`src/design/psu_pkg.sv`:
```
`timescale 1ns / 1ps
// Shared types and constants for the PNG scanline unfilter unit.
// No dependencies.
package psu_pkg;

  // Row filter codes as carried by the filter-type byte
  typedef enum logic [2:0] {
    FILT_NONE  = 3'd0,
    FILT_SUB   = 3'd1,
    FILT_UP    = 3'd2,
    FILT_AVG   = 3'd3,
    FILT_PAETH = 3'd4
  } filt_t;

  // Largest legal filter-type byte
  localparam logic [7:0] FILT_MAX_CODE = 8'd4;

  // Configuration register indexes
  localparam logic REG_ROW_BYTES = 1'b0;
  localparam logic REG_BPP       = 1'b1;

  localparam int unsigned CFG_WIDTH = 15;
  localparam int unsigned BPP_WIDTH = 3;
  localparam logic [BPP_WIDTH-1:0] BPP_MAX = 3'd4;

endpackage

```
`src/design/psu_predict.sv`:
```
`timescale 1ns / 1ps
// Byte reconstruction for the five PNG row filters (None, Sub, Up, Average, Paeth).
// Depends on psu_pkg.
module psu_predict (
  input  psu_pkg::filt_t filt,
  input  logic [7:0]     data_byte,
  input  logic [7:0]     left,
  input  logic [7:0]     up,
  input  logic [7:0]     upleft,
  output logic [7:0]     value
);

  logic [8:0]        avg_sum;
  logic signed [9:0] pa;
  logic signed [9:0] pb;
  logic signed [9:0] pc;
  logic [9:0]        abs_a;
  logic [9:0]        abs_b;
  logic [9:0]        abs_c;
  logic [7:0]        paeth;
  logic [7:0]        pred;

  // pa = |b - c|, pb = |a - c|, pc = |a + b - 2c|
  always_comb begin
    avg_sum = {1'b0, left} + {1'b0, up};
    pa = $signed({2'b00, up}) - $signed({2'b00, upleft});
    pb = $signed({2'b00, left}) - $signed({2'b00, upleft});
    pc = pa + pb;
    abs_a = pa[9] ? 10'(-pa) : 10'(pa);
    abs_b = pb[9] ? 10'(-pb) : 10'(pb);
    abs_c = pc[9] ? 10'(-pc) : 10'(pc);
    if (abs_a <= abs_b && abs_a <= abs_c) begin
      paeth = left;
    end else if (abs_b <= abs_c) begin
      paeth = up;
    end else begin
      paeth = upleft;
    end
  end

  always_comb begin
    case (filt)
      psu_pkg::FILT_SUB:   pred = left;
      psu_pkg::FILT_UP:    pred = up;
      psu_pkg::FILT_AVG:   pred = avg_sum[8:1];
      psu_pkg::FILT_PAETH: pred = paeth;
      default:             pred = 8'd0;
    endcase
    value = data_byte + pred;
  end

endmodule
```
`config.mk`:
```
export PLATFORM = sky130hd
export DESIGN_NAME = psu_predict
export DESIGN_NICKNAME = d
export VERILOG_FILES = /design/src/design/psu_pkg.sv /design/src/design/psu_predict.sv
export SDC_FILE = /design/constraint.sdc
export NUM_CORES = 1
export LEC_CHECK = 0
export CAP_MARGIN = 10
export CELL_PAD_IN_SITES_DETAIL_PLACEMENT = 1
export CELL_PAD_IN_SITES_GLOBAL_PLACEMENT = 1
export CORE_MARGIN = 5
export CORE_UTILIZATION = 54
export DETAILED_ROUTE_END_ITERATION = 12
export DONT_BUFFER_PORTS = 1
export PLACE_DENSITY = 0.95
export SYNTH_ARGS = -nofsm -noshare
export SYNTH_HDL_FRONTEND = slang
export SYNTH_SLANG_ARGS = --single-unit
```
`constraint.sdc`:
```
create_clock -name vclk -period 20.3
set_input_delay 4.06 -clock vclk [all_inputs]
set_output_delay 4.06 -clock vclk [all_outputs]
set_load 0.1 [all_outputs]
```
* Word-level counts from Yosys, hierarchy flattened
Cells that the tools add are included.
** Storage, ports and cells
- Register bits :: 0
- Bits in latches :: 0
- Memory bits (writable) :: 0
- Bits in read-only memories :: 0
- Input port bits :: 35
- Output and inout port bits :: 8
- Word-level logic and storage cells :: 22
- Memories :: 0
** Operators by class
- Add/subtract/negate cells :: 8
- Multiply operators :: 0
- Div/mod/pow operators :: 0
- $lt $le $gt $ge :: 3
- Equal/unequal tests :: 4
- Shift-type cells :: 0
- Muxes and demuxes :: 6
- Bitwise logic cells :: 0
- Reduce and logical (&&, ||, !) cells :: 1
** Operators with widths (count)
- $pmux W8 S4 :: 1
- $le A10 B10 Y1 :: 3
- $mux W10 :: 3
- $neg A9 Y10 :: 2
- $sub A8 B8 Y9 :: 2
- $mux W8 :: 2
- $add A9 B9 Y10 :: 1
- $neg A10 Y10 :: 1
- $add A8 B8 Y9 :: 1
- $add A8 B8 Y8 :: 1
- $eq A3 B2 Y1 const B :: 2
- $eq A3 B1 Y1 const B :: 1
- $eq A3 B3 Y1 const B :: 1
- $logic_and A1 B1 Y1 :: 1

* Depth between registers and ports, before layout
Gate-level depths: netlist of run 1.
- Depth after elaboration :: 9
- Depth in mapped cells :: 38
- Depth with buffers taken out :: 37

* Worst setup path before layout of run 1
No wires, ideal clock.
- Kind :: input to output
- Start point :: input port up[0]
- End point :: output port value[7]
- Arrival :: 11.819 ns
- Required time :: 16.240 ns
- Slack :: 4.421 ns
- Stages :: 35
- Buffers on the path :: 0
- Cells stage by stage :: inv_1 > ha_1 > inv_1 > fa_1 > xnor2_1 > inv_1 > ha_1 > a21oi_1 > o21ai_1 > a21o_1 > maj3_2 > maj3_2 > nand2_1 > a41oi_4 > o21bai_1 > xor2_1 > ha_1 > nand4_1 > nor2_1 > a21oi_1 > o211a_1 > a31oi_2 > mux2i_1 > nand2_1 > a31oi_1 > inv_1 > ha_1 > a21o_1 > a21oi_1 > o21bai_1 > a21oi_1 > o21bai_1 > a21oi_1 > xnor2_1 > xnor2_1
** On the way
- Cells in the longest elaborated chain, start to end :: 9
- Elaborated cells on any way between the ends :: 15
- Classes of those cells :: add/sub (6); order compare (3); mux (5); reduce/logical (1)
** Ends and longest elaborated chain
- start: declaration :: line psu_predict.sv:8 : input logic [7:0] up,
- $sub A8 B8 Y9 :: line psu_predict.sv:26 : pa = $signed({2'b00, up}) - $signed({2'b00, upleft});
- $add A9 B9 Y10 :: line psu_predict.sv:28 : pc = pa + pb;
- $neg A10 Y10 :: line psu_predict.sv:31 : abs_c = pc[9] ? 10'(-pc) : 10'(pc);
- $mux W10 :: line psu_predict.sv:31
- $le A10 B10 Y1, on equally long branches :: line psu_predict.sv:34, psu_predict.sv:32
- $mux W8 / $logic_and A1 B1 Y1 (equally long branches) :: line psu_predict.sv:34, psu_predict.sv:32
- $mux W8 :: line psu_predict.sv:32 : if (abs_a <= abs_b && abs_a <= abs_c) begin
- $pmux W8 S4 (*) :: line psu_predict.sv:42 : case (filt)
- $add A8 B8 Y8 (*) :: line psu_predict.sv:49 : value = data_byte + pred;
- end: declaration :: line psu_predict.sv:10 : output logic [7:0] value
Mark *: on every way between the ends. The rest lies on a longest branch, timed or not.

* Worst setup path after layout of run 1
Ends and elaborated chain as after synthesis.

==> results.json, run 1 <==
{
  "period_needed_ps": 16080,
  "cp-start-kind": "input port",
  "drive_gt1_share_pct": 7.84,
  "fmax_mhz": 62.2,
  "worstPathMaxFanout": 9,
  "dp_hpwl_mm": 8.93,
  "antenna_found_initial": 0,
  "globalplace.congestion": 0.921,
  "ctsHoldBuffers": 0,
  "post-route-cell-area_um2": 3230,
  "fin_nets": 517,
  "multi_input_area_um2": 2950,
  "final.setup.tns_ps": 0,
  "post-cts-setup-buffers": 0,
  "num_vias": 3025,
  "synth_cells": 408,
  "port_buffers": 0,
  "dr.pass1.iters": 4,
  "viasPerCell": 6.30,
  "drtIter0Drc": 168,
  "diodes": 0,
  "grt_pass1_wl_mm": 16.8,
  "post_cts_resize_count": 0,
  "clkPwrFrac_pct": 0,
  "crit_required_ps": 16240,
  "grt_pass1_vias": 3410,
  "min_path_type": "in -> out",
  "final_hold_viol_count": 0,
  "vdd_drop_max_mv": 0.0736,
  "powerDensity_nw_per_um2": 112,
  "slew_violations": 0,
  "detail_route.wirelength_mm": 10.1,
  "yosys.cell_types.count": 53,
  "combPwrFrac_pct": 100.0,
  "grt-ovfl-total": 0,
  "cp.arrival_ps": 12020,
  "period_share_pct": 79.2,
  "slowest_stage": "a31oi_2",
  "utilization_pct": 58.4,
  "synth_most_common_cell": "ha_1",
  "crit_top_cell": "a21oi_1",
  "hold_depth": 3,
  "n_fill_cell": 721,
  "power.internal_mw": 0.137,
  "die_h_um": 85.5,
  "p_seq_share_pct": 0,
  "timing.slew.headroom_pct": 21.1,
  "fp.dieW_um": 85.5,
  "ant_nets": 0,
  "path_class": "in -> out",
  "yosys-top-cells-area": "ha_1 27%, xnor2_1 10%, inv_1 5.1%",
  "dieArea_um2": 7310,
  "worst_pin_slew_ps": 1180,
  "grt_max_degree": 17,
  "critPathCaptureType": "primary output",
  "ys_warn_count": 0,
  "final.clkbuf_count": 0,
  "placed_cell_area_um2": 3230,
  "seq_area_um2": 0,
  "ys_seq_area_share_pct": 0,
  "syn_avg_cell_area_um2": 7.55,
  "area_growth_syn_to_layout_pct": 5.00,
  "rows": 27,
  "switchingPower_mw": 0.226,
  "p_leak_nw": 1.56,
  "synth_top_area_cell": "ha_1",
  "io-pin-count": 43,
  "netlist_area_um2": 3080,
  "p_sw_share_pct": 62.3,
  "status": "finished clean",
  "max_stage_delay_ps": 650,
  "synth_commonest_cells": "67 x ha_1, 42 x inv_1, 35 x xnor2_1",
  "avgRoutedWirePerCell_um": 20.9,
  "core_um2": 5540,
  "maxCapViolations": 0,
  "synth_top_area_share_pct": 27.2,
  "drc": 0,
  "rsz0062_at_grt": "false",
  "grtUsageTotal_pct": 27.9,
  "setup_viol": 0,
  "seq_cells": 0,
  "start_util_pct": 55.6
}
[layout make-up]
class                           count  area share, %
Multi-Input combinational cell    361           91.2
Inverter                           42           4.88
Tap cell                           72           2.79
Timing Repair Buffer                5           1.16
[power by group through the flow]
stage | combinational [mW] | clock, mW | sequential, mW
floorplan | 0.274 | 0 | 0
global placement | 0.331 | 0 | 0
detailed placement | 0.357 | 0 | 0
CTS | 0.358 | 0 | 0
global route | 0.397 | 0 | 0
finish | 0.364 | 0 | 0
[per-layer routing]
| metal | up-vias | global-route usage [%] | wire length (um) |
|---|---|---|---|
| li1 | 1454 | - | - |
| met1 | 1460 | 34.9 | 4350 |
| met2 | 88 | 50.1 | 4920 |
| met3 | 23 | 2.59 | 541 |
| met4 | 0 | 8.78 | 241 |
| met5 | - | 0 | 0 |
[path summary, 6_finish.rpt]
path	start	to	slack [ps]
setup / recovery	up[0]	value[7]	4220
hold / removal	data_byte[7]	value[7]	8550
[layout by cell type (no fill, tap or decap), types with 12 or more instances in the layout]
cell type	count
ha_1	67
inv_1	42
xnor2_1	30
nor2_1	28
a21oi_1	26
nand2_1	25
o21ai_0	20
a21o_1	15
nor2b_1	14
xor2_1	12
[critical path: cells and delay by family]
kind / cells / cell delay [ps]
XOR/XNOR: 4 / 960
AND/OR/NAND/NOR: 4 / 580
AO/OA/AOI/OAI: 15 / 3280
adder cells (fa/ha/maj): 7 / 2230
buffers and inverters: 5 / 620
multiplexers: 1 / 260
[cell families (layout without fill, tap and decap cells)]
group	after synthesis	count (layout)	synth area share, %
other	2	4	0.244
muxes	11	11	3.70
adders and majority gates	76	76	31.9
xor gates and xnor gates	52	52	16.0
buffers and inverters	49	47	5.97
AOI/OAI and AO/OA	119	119	26.4
and+or+nand+nor	99	99	15.9
[stage by stage]
stage                     total power, mW  hold slack, ps  cells  setup slack (ps)
after CTS                           0.358            8550    480              4270
after floorplan                     0.274            8670    410              4420
final                               0.364            8550    480              4220
after global placement              0.331            8550    480              4710
after global routing                0.397            8580    480              3630
after detailed placement            0.357            8550    480              4290
Power figures use the tool's default switching activity.
==> run 2: changes to the inputs <==
CORE_UTILIZATION = 50   (was 54)
clock period = 15.07 ns   (was 20.3 ns; I/O delays follow)
==> run 2 against run 1 <==
Sequential share of layout area stayed put; via count increased by 2.7%; die area rose by 7.0%; non-clock buffer count did not move; utilization fell by 4.0 points; critical endpoint unchanged; flip-flop and latch count did not move; hold slack worse by 2100 ps.
==> results.json, run 2 (same netlist as run 1, synthesis figures left out) <==
{
  "powerDensity_nw_per_um2": 151,
  "core_um2": 5960,
  "status": "finished clean",
  "period_needed_ps": 14000,
  "slowest_stage": "a31oi_2",
  "grt_pass1_vias": 3296,
  "viasPerCell": 6.43,
  "final.setup.tns_ps": 0,
  "post-route-cell-area_um2": 3240,
  "grt_pass1_wl_mm": 16.6,
  "detail_route.wirelength_mm": 10.1,
  "dp_hpwl_mm": 8.95,
  "seq_cells": 0,
  "slew_violations": 0,
  "critPathLaunch": "up[0]",
  "seq_area_um2": 0,
  "worstPathMaxFanout": 9,
  "period_share_pct": 92.9,
  "crit_required_ps": 12060,
  "n_fill_cell": 775,
  "p_leak_nw": 1.56,
  "area_growth_syn_to_layout_pct": 5.12,
  "power_mw": 0.487,
  "globalplace.congestion": 0.962,
  "setup_viol": 0,
  "post-cts-setup-buffers": 0,
  "path_class": "in -> out",
  "cp.arrival_ps": 10980,
  "max_stage_delay_ps": 610,
  "die_h_um": 88.5,
  "final.clkbuf_count": 0,
  "rows": 28,
  "min_path_type": "in -> out",
  "dieArea_um2": 7830,
  "antenna_found_initial": 0,
  "post_cts_resize_count": 0,
  "fp.dieW_um": 88.5,
  "hold_start": "data_byte[7]",
  "fin_nets": 517,
  "maxCapViolations": 0,
  "cp-start-kind": "input port",
  "drc": 0,
  "rsz0062_at_grt": "false",
  "io-pin-count": 43,
  "ctsHoldBuffers": 0,
  "grt_max_degree": 17,
  "worst_pin_slew_ps": 1160,
  "num_vias": 3108,
  "final_cell_mix": "67 x ha_1, 42 x inv_1, 30 x xnor2_1",
  "start_util_pct": 51.7,
  "avgRoutedWirePerCell_um": 20.9,
  "drtIter0Drc": 170,
  "diodes": 0,
  "crit_top_cell": "a21oi_1",
  "ant_nets": 0,
  "fmax_mhz": 71.4,
  "timing.slew.headroom_pct": 22.9,
  "grtUsageTotal_pct": 26.5,
  "placed_cell_area_um2": 3240,
  "port_buffers": 0,
  "dr.pass1.iters": 5,
  "critPathCaptureType": "primary output",
  "final_hold_viol_count": 0,
  "vdd_drop_max_mv": 0.117,
  "drive_gt1_share_pct": 7.84,
  "final_common_cell": "ha_1",
  "multi_input_area_um2": 2950,
  "grt-ovfl-total": 0
}
## run 2: cell counts in the layout (fill, tap and decap cells not counted)
Identical to the previous run, type by type.
## run 2: final cells by class
type                            instances  area share (%)
Multi-Input combinational cell        361            91.1
Inverter                               42            4.87
Tap cell                               75            2.90
Timing Repair Buffer                    5            1.16
## run 2: final timing paths
kind | cells past startpoint | to | slack, ps
worst min-delay path | 3 | value[7] | 6460
worst max-delay path | 36 | value[7] | 1070
## run 2: where the power goes
part           internal [mW]  leakage, nW  switching, mW  total [mW]
combinational          0.184         1.56          0.303       0.487
clock                      0            0              0           0
sequential                 0            0              0           0
## run 2: per-layer routing
layer | GRT usage [%] | vias up | share of wire, %
li1 | - | 1449 | -
met1 | 34.3 | 1511 | 43
met2 | 49.2 | 131 | 49
met3 | 1.77 | 17 | 6.1
met4 | 3.30 | 0 | 1.3
met5 | 0 | - | 0
## run 2: per-stage QoR
| step | std cells | hold slack, ps | setup slack (ps) | utilization [%] |
|---|---|---|---|---|
| 2_1_floorplan | 410 | 6570 | 1280 | - |
| 3_3_place_gp | 483 | 6460 | 1590 | 54.3 |
| 3_5_place_dp | 483 | 6460 | 1140 | 54.3 |
| 4_1_cts | 483 | 6460 | 1130 | 54.3 |
| 5_1_grt | 483 | 6480 | 585 | 54.3 |
| 6_report | 483 | 6460 | 1070 | 54.3 |
## run 2: critical path, delay by kind of cell
| family | cells | cell delay, ps |
|---|---|---|
| xor gates and xnor gates | 5 | 1210 |
| AOI/OAI and AO/OA | 14 | 3030 |
| muxes | 1 | 260 |
| adders and majority gates | 6 | 1890 |
| and+or+nand+nor | 5 | 950 |
| buffers and inverters | 5 | 630 |
==> run 3: changes to the inputs <==
PLACE_DENSITY = not set   (was 0.95)
PLACE_DENSITY_LB_ADDON = 0.2   (was not set)
clock period = 15.4 ns   (was 15.07 ns; I/O delays follow)
==> run 3 against run 2 <==
Non-clock buffer count is 1 higher; setup slack better by 350 ps; global-route usage is 2.0 points lower; final cell count is 0.21% higher; combinational power is 4.1% lower; flip-flop and latch count stayed put; final area is 0.23% higher; utilization is 0.13 points higher; critical path depth stayed put; routed wire length is 8.4% lower; via count is 4.1% lower; critical endpoint unchanged.
==> results.json, run 3 (same netlist as run 1, synthesis figures left out) <==
{
  "fin_nets": 518,
  "fp.dieW_um": 88.5,
  "rows": 28,
  "detail_route.wirelength_mm": 9.26,
  "final.setup.tns_ps": 0,
  "grt_pass1_wl_mm": 15.4,
  "status": "finished clean",
  "drtIter0Drc": 150,
  "slowest_stage": "a31oi_2",
  "met2_usage_pct": 44.9,
  "crit_buf_inv": 5,
  "seq_cells": 0,
  "period_share_pct": 90.7,
  "post-route-cell-area_um2": 3240,
  "p_sw_share_pct": 61.6,
  "seq_area_um2": 0,
  "min_path_type": "in -> out",
  "n_fill_cell": 794,
  "rsz0062_at_grt": "false",
  "area_growth_syn_to_layout_pct": 5.36,
  "grt.met3_usage_pct": 0.931,
  "drc": 0,
  "power.internal_mw": 0.180,
  "core_um2": 5960,
  "dieArea_um2": 7830,
  "top_usage_layer": "met2",
  "num_vias": 2981,
  "placed_cell_area_um2": 3240,
  "dp_slack_ps": 1400,
  "cp_top_family": "compound AO/OA/AOI/OAI gates",
  "hold_depth": 3,
  "final.clkbuf_count": 0,
  "grt_max_degree": 17,
  "final_cell_mix": "67 x ha_1, 42 x inv_1, 30 x xnor2_1",
  "timing.slew.headroom_pct": 23.0,
  "grt_pass1_vias": 3275,
  "dpl.cell_count": 484,
  "vdd_drop_max_mv": 0.0825,
  "final_common_cell": "ha_1",
  "drive_gt1_share_pct": 8.07,
  "fin_cells": 484,
  "use_met1_pct": 32.8,
  "crit_top_cell": "a21oi_1",
  "post-cts-setup-buffers": 0,
  "slew_violations": 0,
  "grtUsageTotal_pct": 24.5,
  "grt-ovfl-total": 0,
  "setup_viol": 0,
  "diodes": 0,
  "antenna_found_initial": 0,
  "crit_required_ps": 12320,
  "dr.pass1.iters": 4,
  "power_mw": 0.467,
  "die_h_um": 88.5,
  "critPathCaptureType": "primary output",
  "io-pin-count": 43,
  "utilization_pct": 54.5,
  "finalWorstSetupSlack_ps": 1430,
  "cp.arrival_ps": 10890,
  "avgRoutedWirePerCell_um": 19.1,
  "clkPwrFrac_pct": 0,
  "worstSetupPathDepth": 36,
  "hold_ws_ps": 6590,
  "p_seq_share_pct": 0,
  "powerDensity_nw_per_um2": 144,
  "ctsHoldBuffers": 0,
  "post_cts_resize_count": 0,
  "combPwrFrac_pct": 100.0,
  "period_needed_ps": 13970,
  "maxCapViolations": 0,
  "path_class": "in -> out",
  "ant_nets": 0,
  "dp_hpwl_mm": 8.33,
  "start_util_pct": 51.7,
  "worst_pin_slew_ps": 1150,
  "viasPerCell": 6.16,
  "max_stage_delay_ps": 640,
  "worstPathMaxFanout": 9,
  "final_hold_viol_count": 0,
  "port_buffers": 0,
  "fmax_mhz": 71.6,
  "switchingPower_mw": 0.288,
  "cp-start-kind": "input port",
  "globalplace.congestion": 0.845,
  "p_leak_nw": 1.56
}
-- run 3: cell types whose count changed in the layout (fill, tap and decap cells not counted) --
cell   change
buf_4      +1
-- run 3: power groups by stage --
stage	clock network [mW]	logic, mW	registers [mW]
6_report	0	0.467	0
5_1_grt	0	0.516	0
4_1_cts	0	0.464	0
3_5_place_dp	0	0.461	0
3_3_place_gp	0	0.442	0
2_1_floorplan	0	0.361	0
-- run 3: layout make-up --
class	instances	area [um^2]	area share [%]
multi-input cells	361	2950	90.9
inverters	42	158	4.86
repair buffers	6	45.0	1.39
well taps	75	93.8	2.89
-- run 3: path summary, 6_finish.rpt --
kind	from	to	slack, ps
worst min-delay path	data_byte[7]	value[7]	6590
worst max-delay path	up[0]	value[7]	1430
-- run 3: per-layer routing --
| layer | share of wire, % | wire length, um |
|---|---|---|
| met1 | 46 | 4250 |
| met2 | 48 | 4440 |
| met3 | 5.1 | 473 |
| met4 | 0.96 | 89 |
| met5 | 0 | 0 |
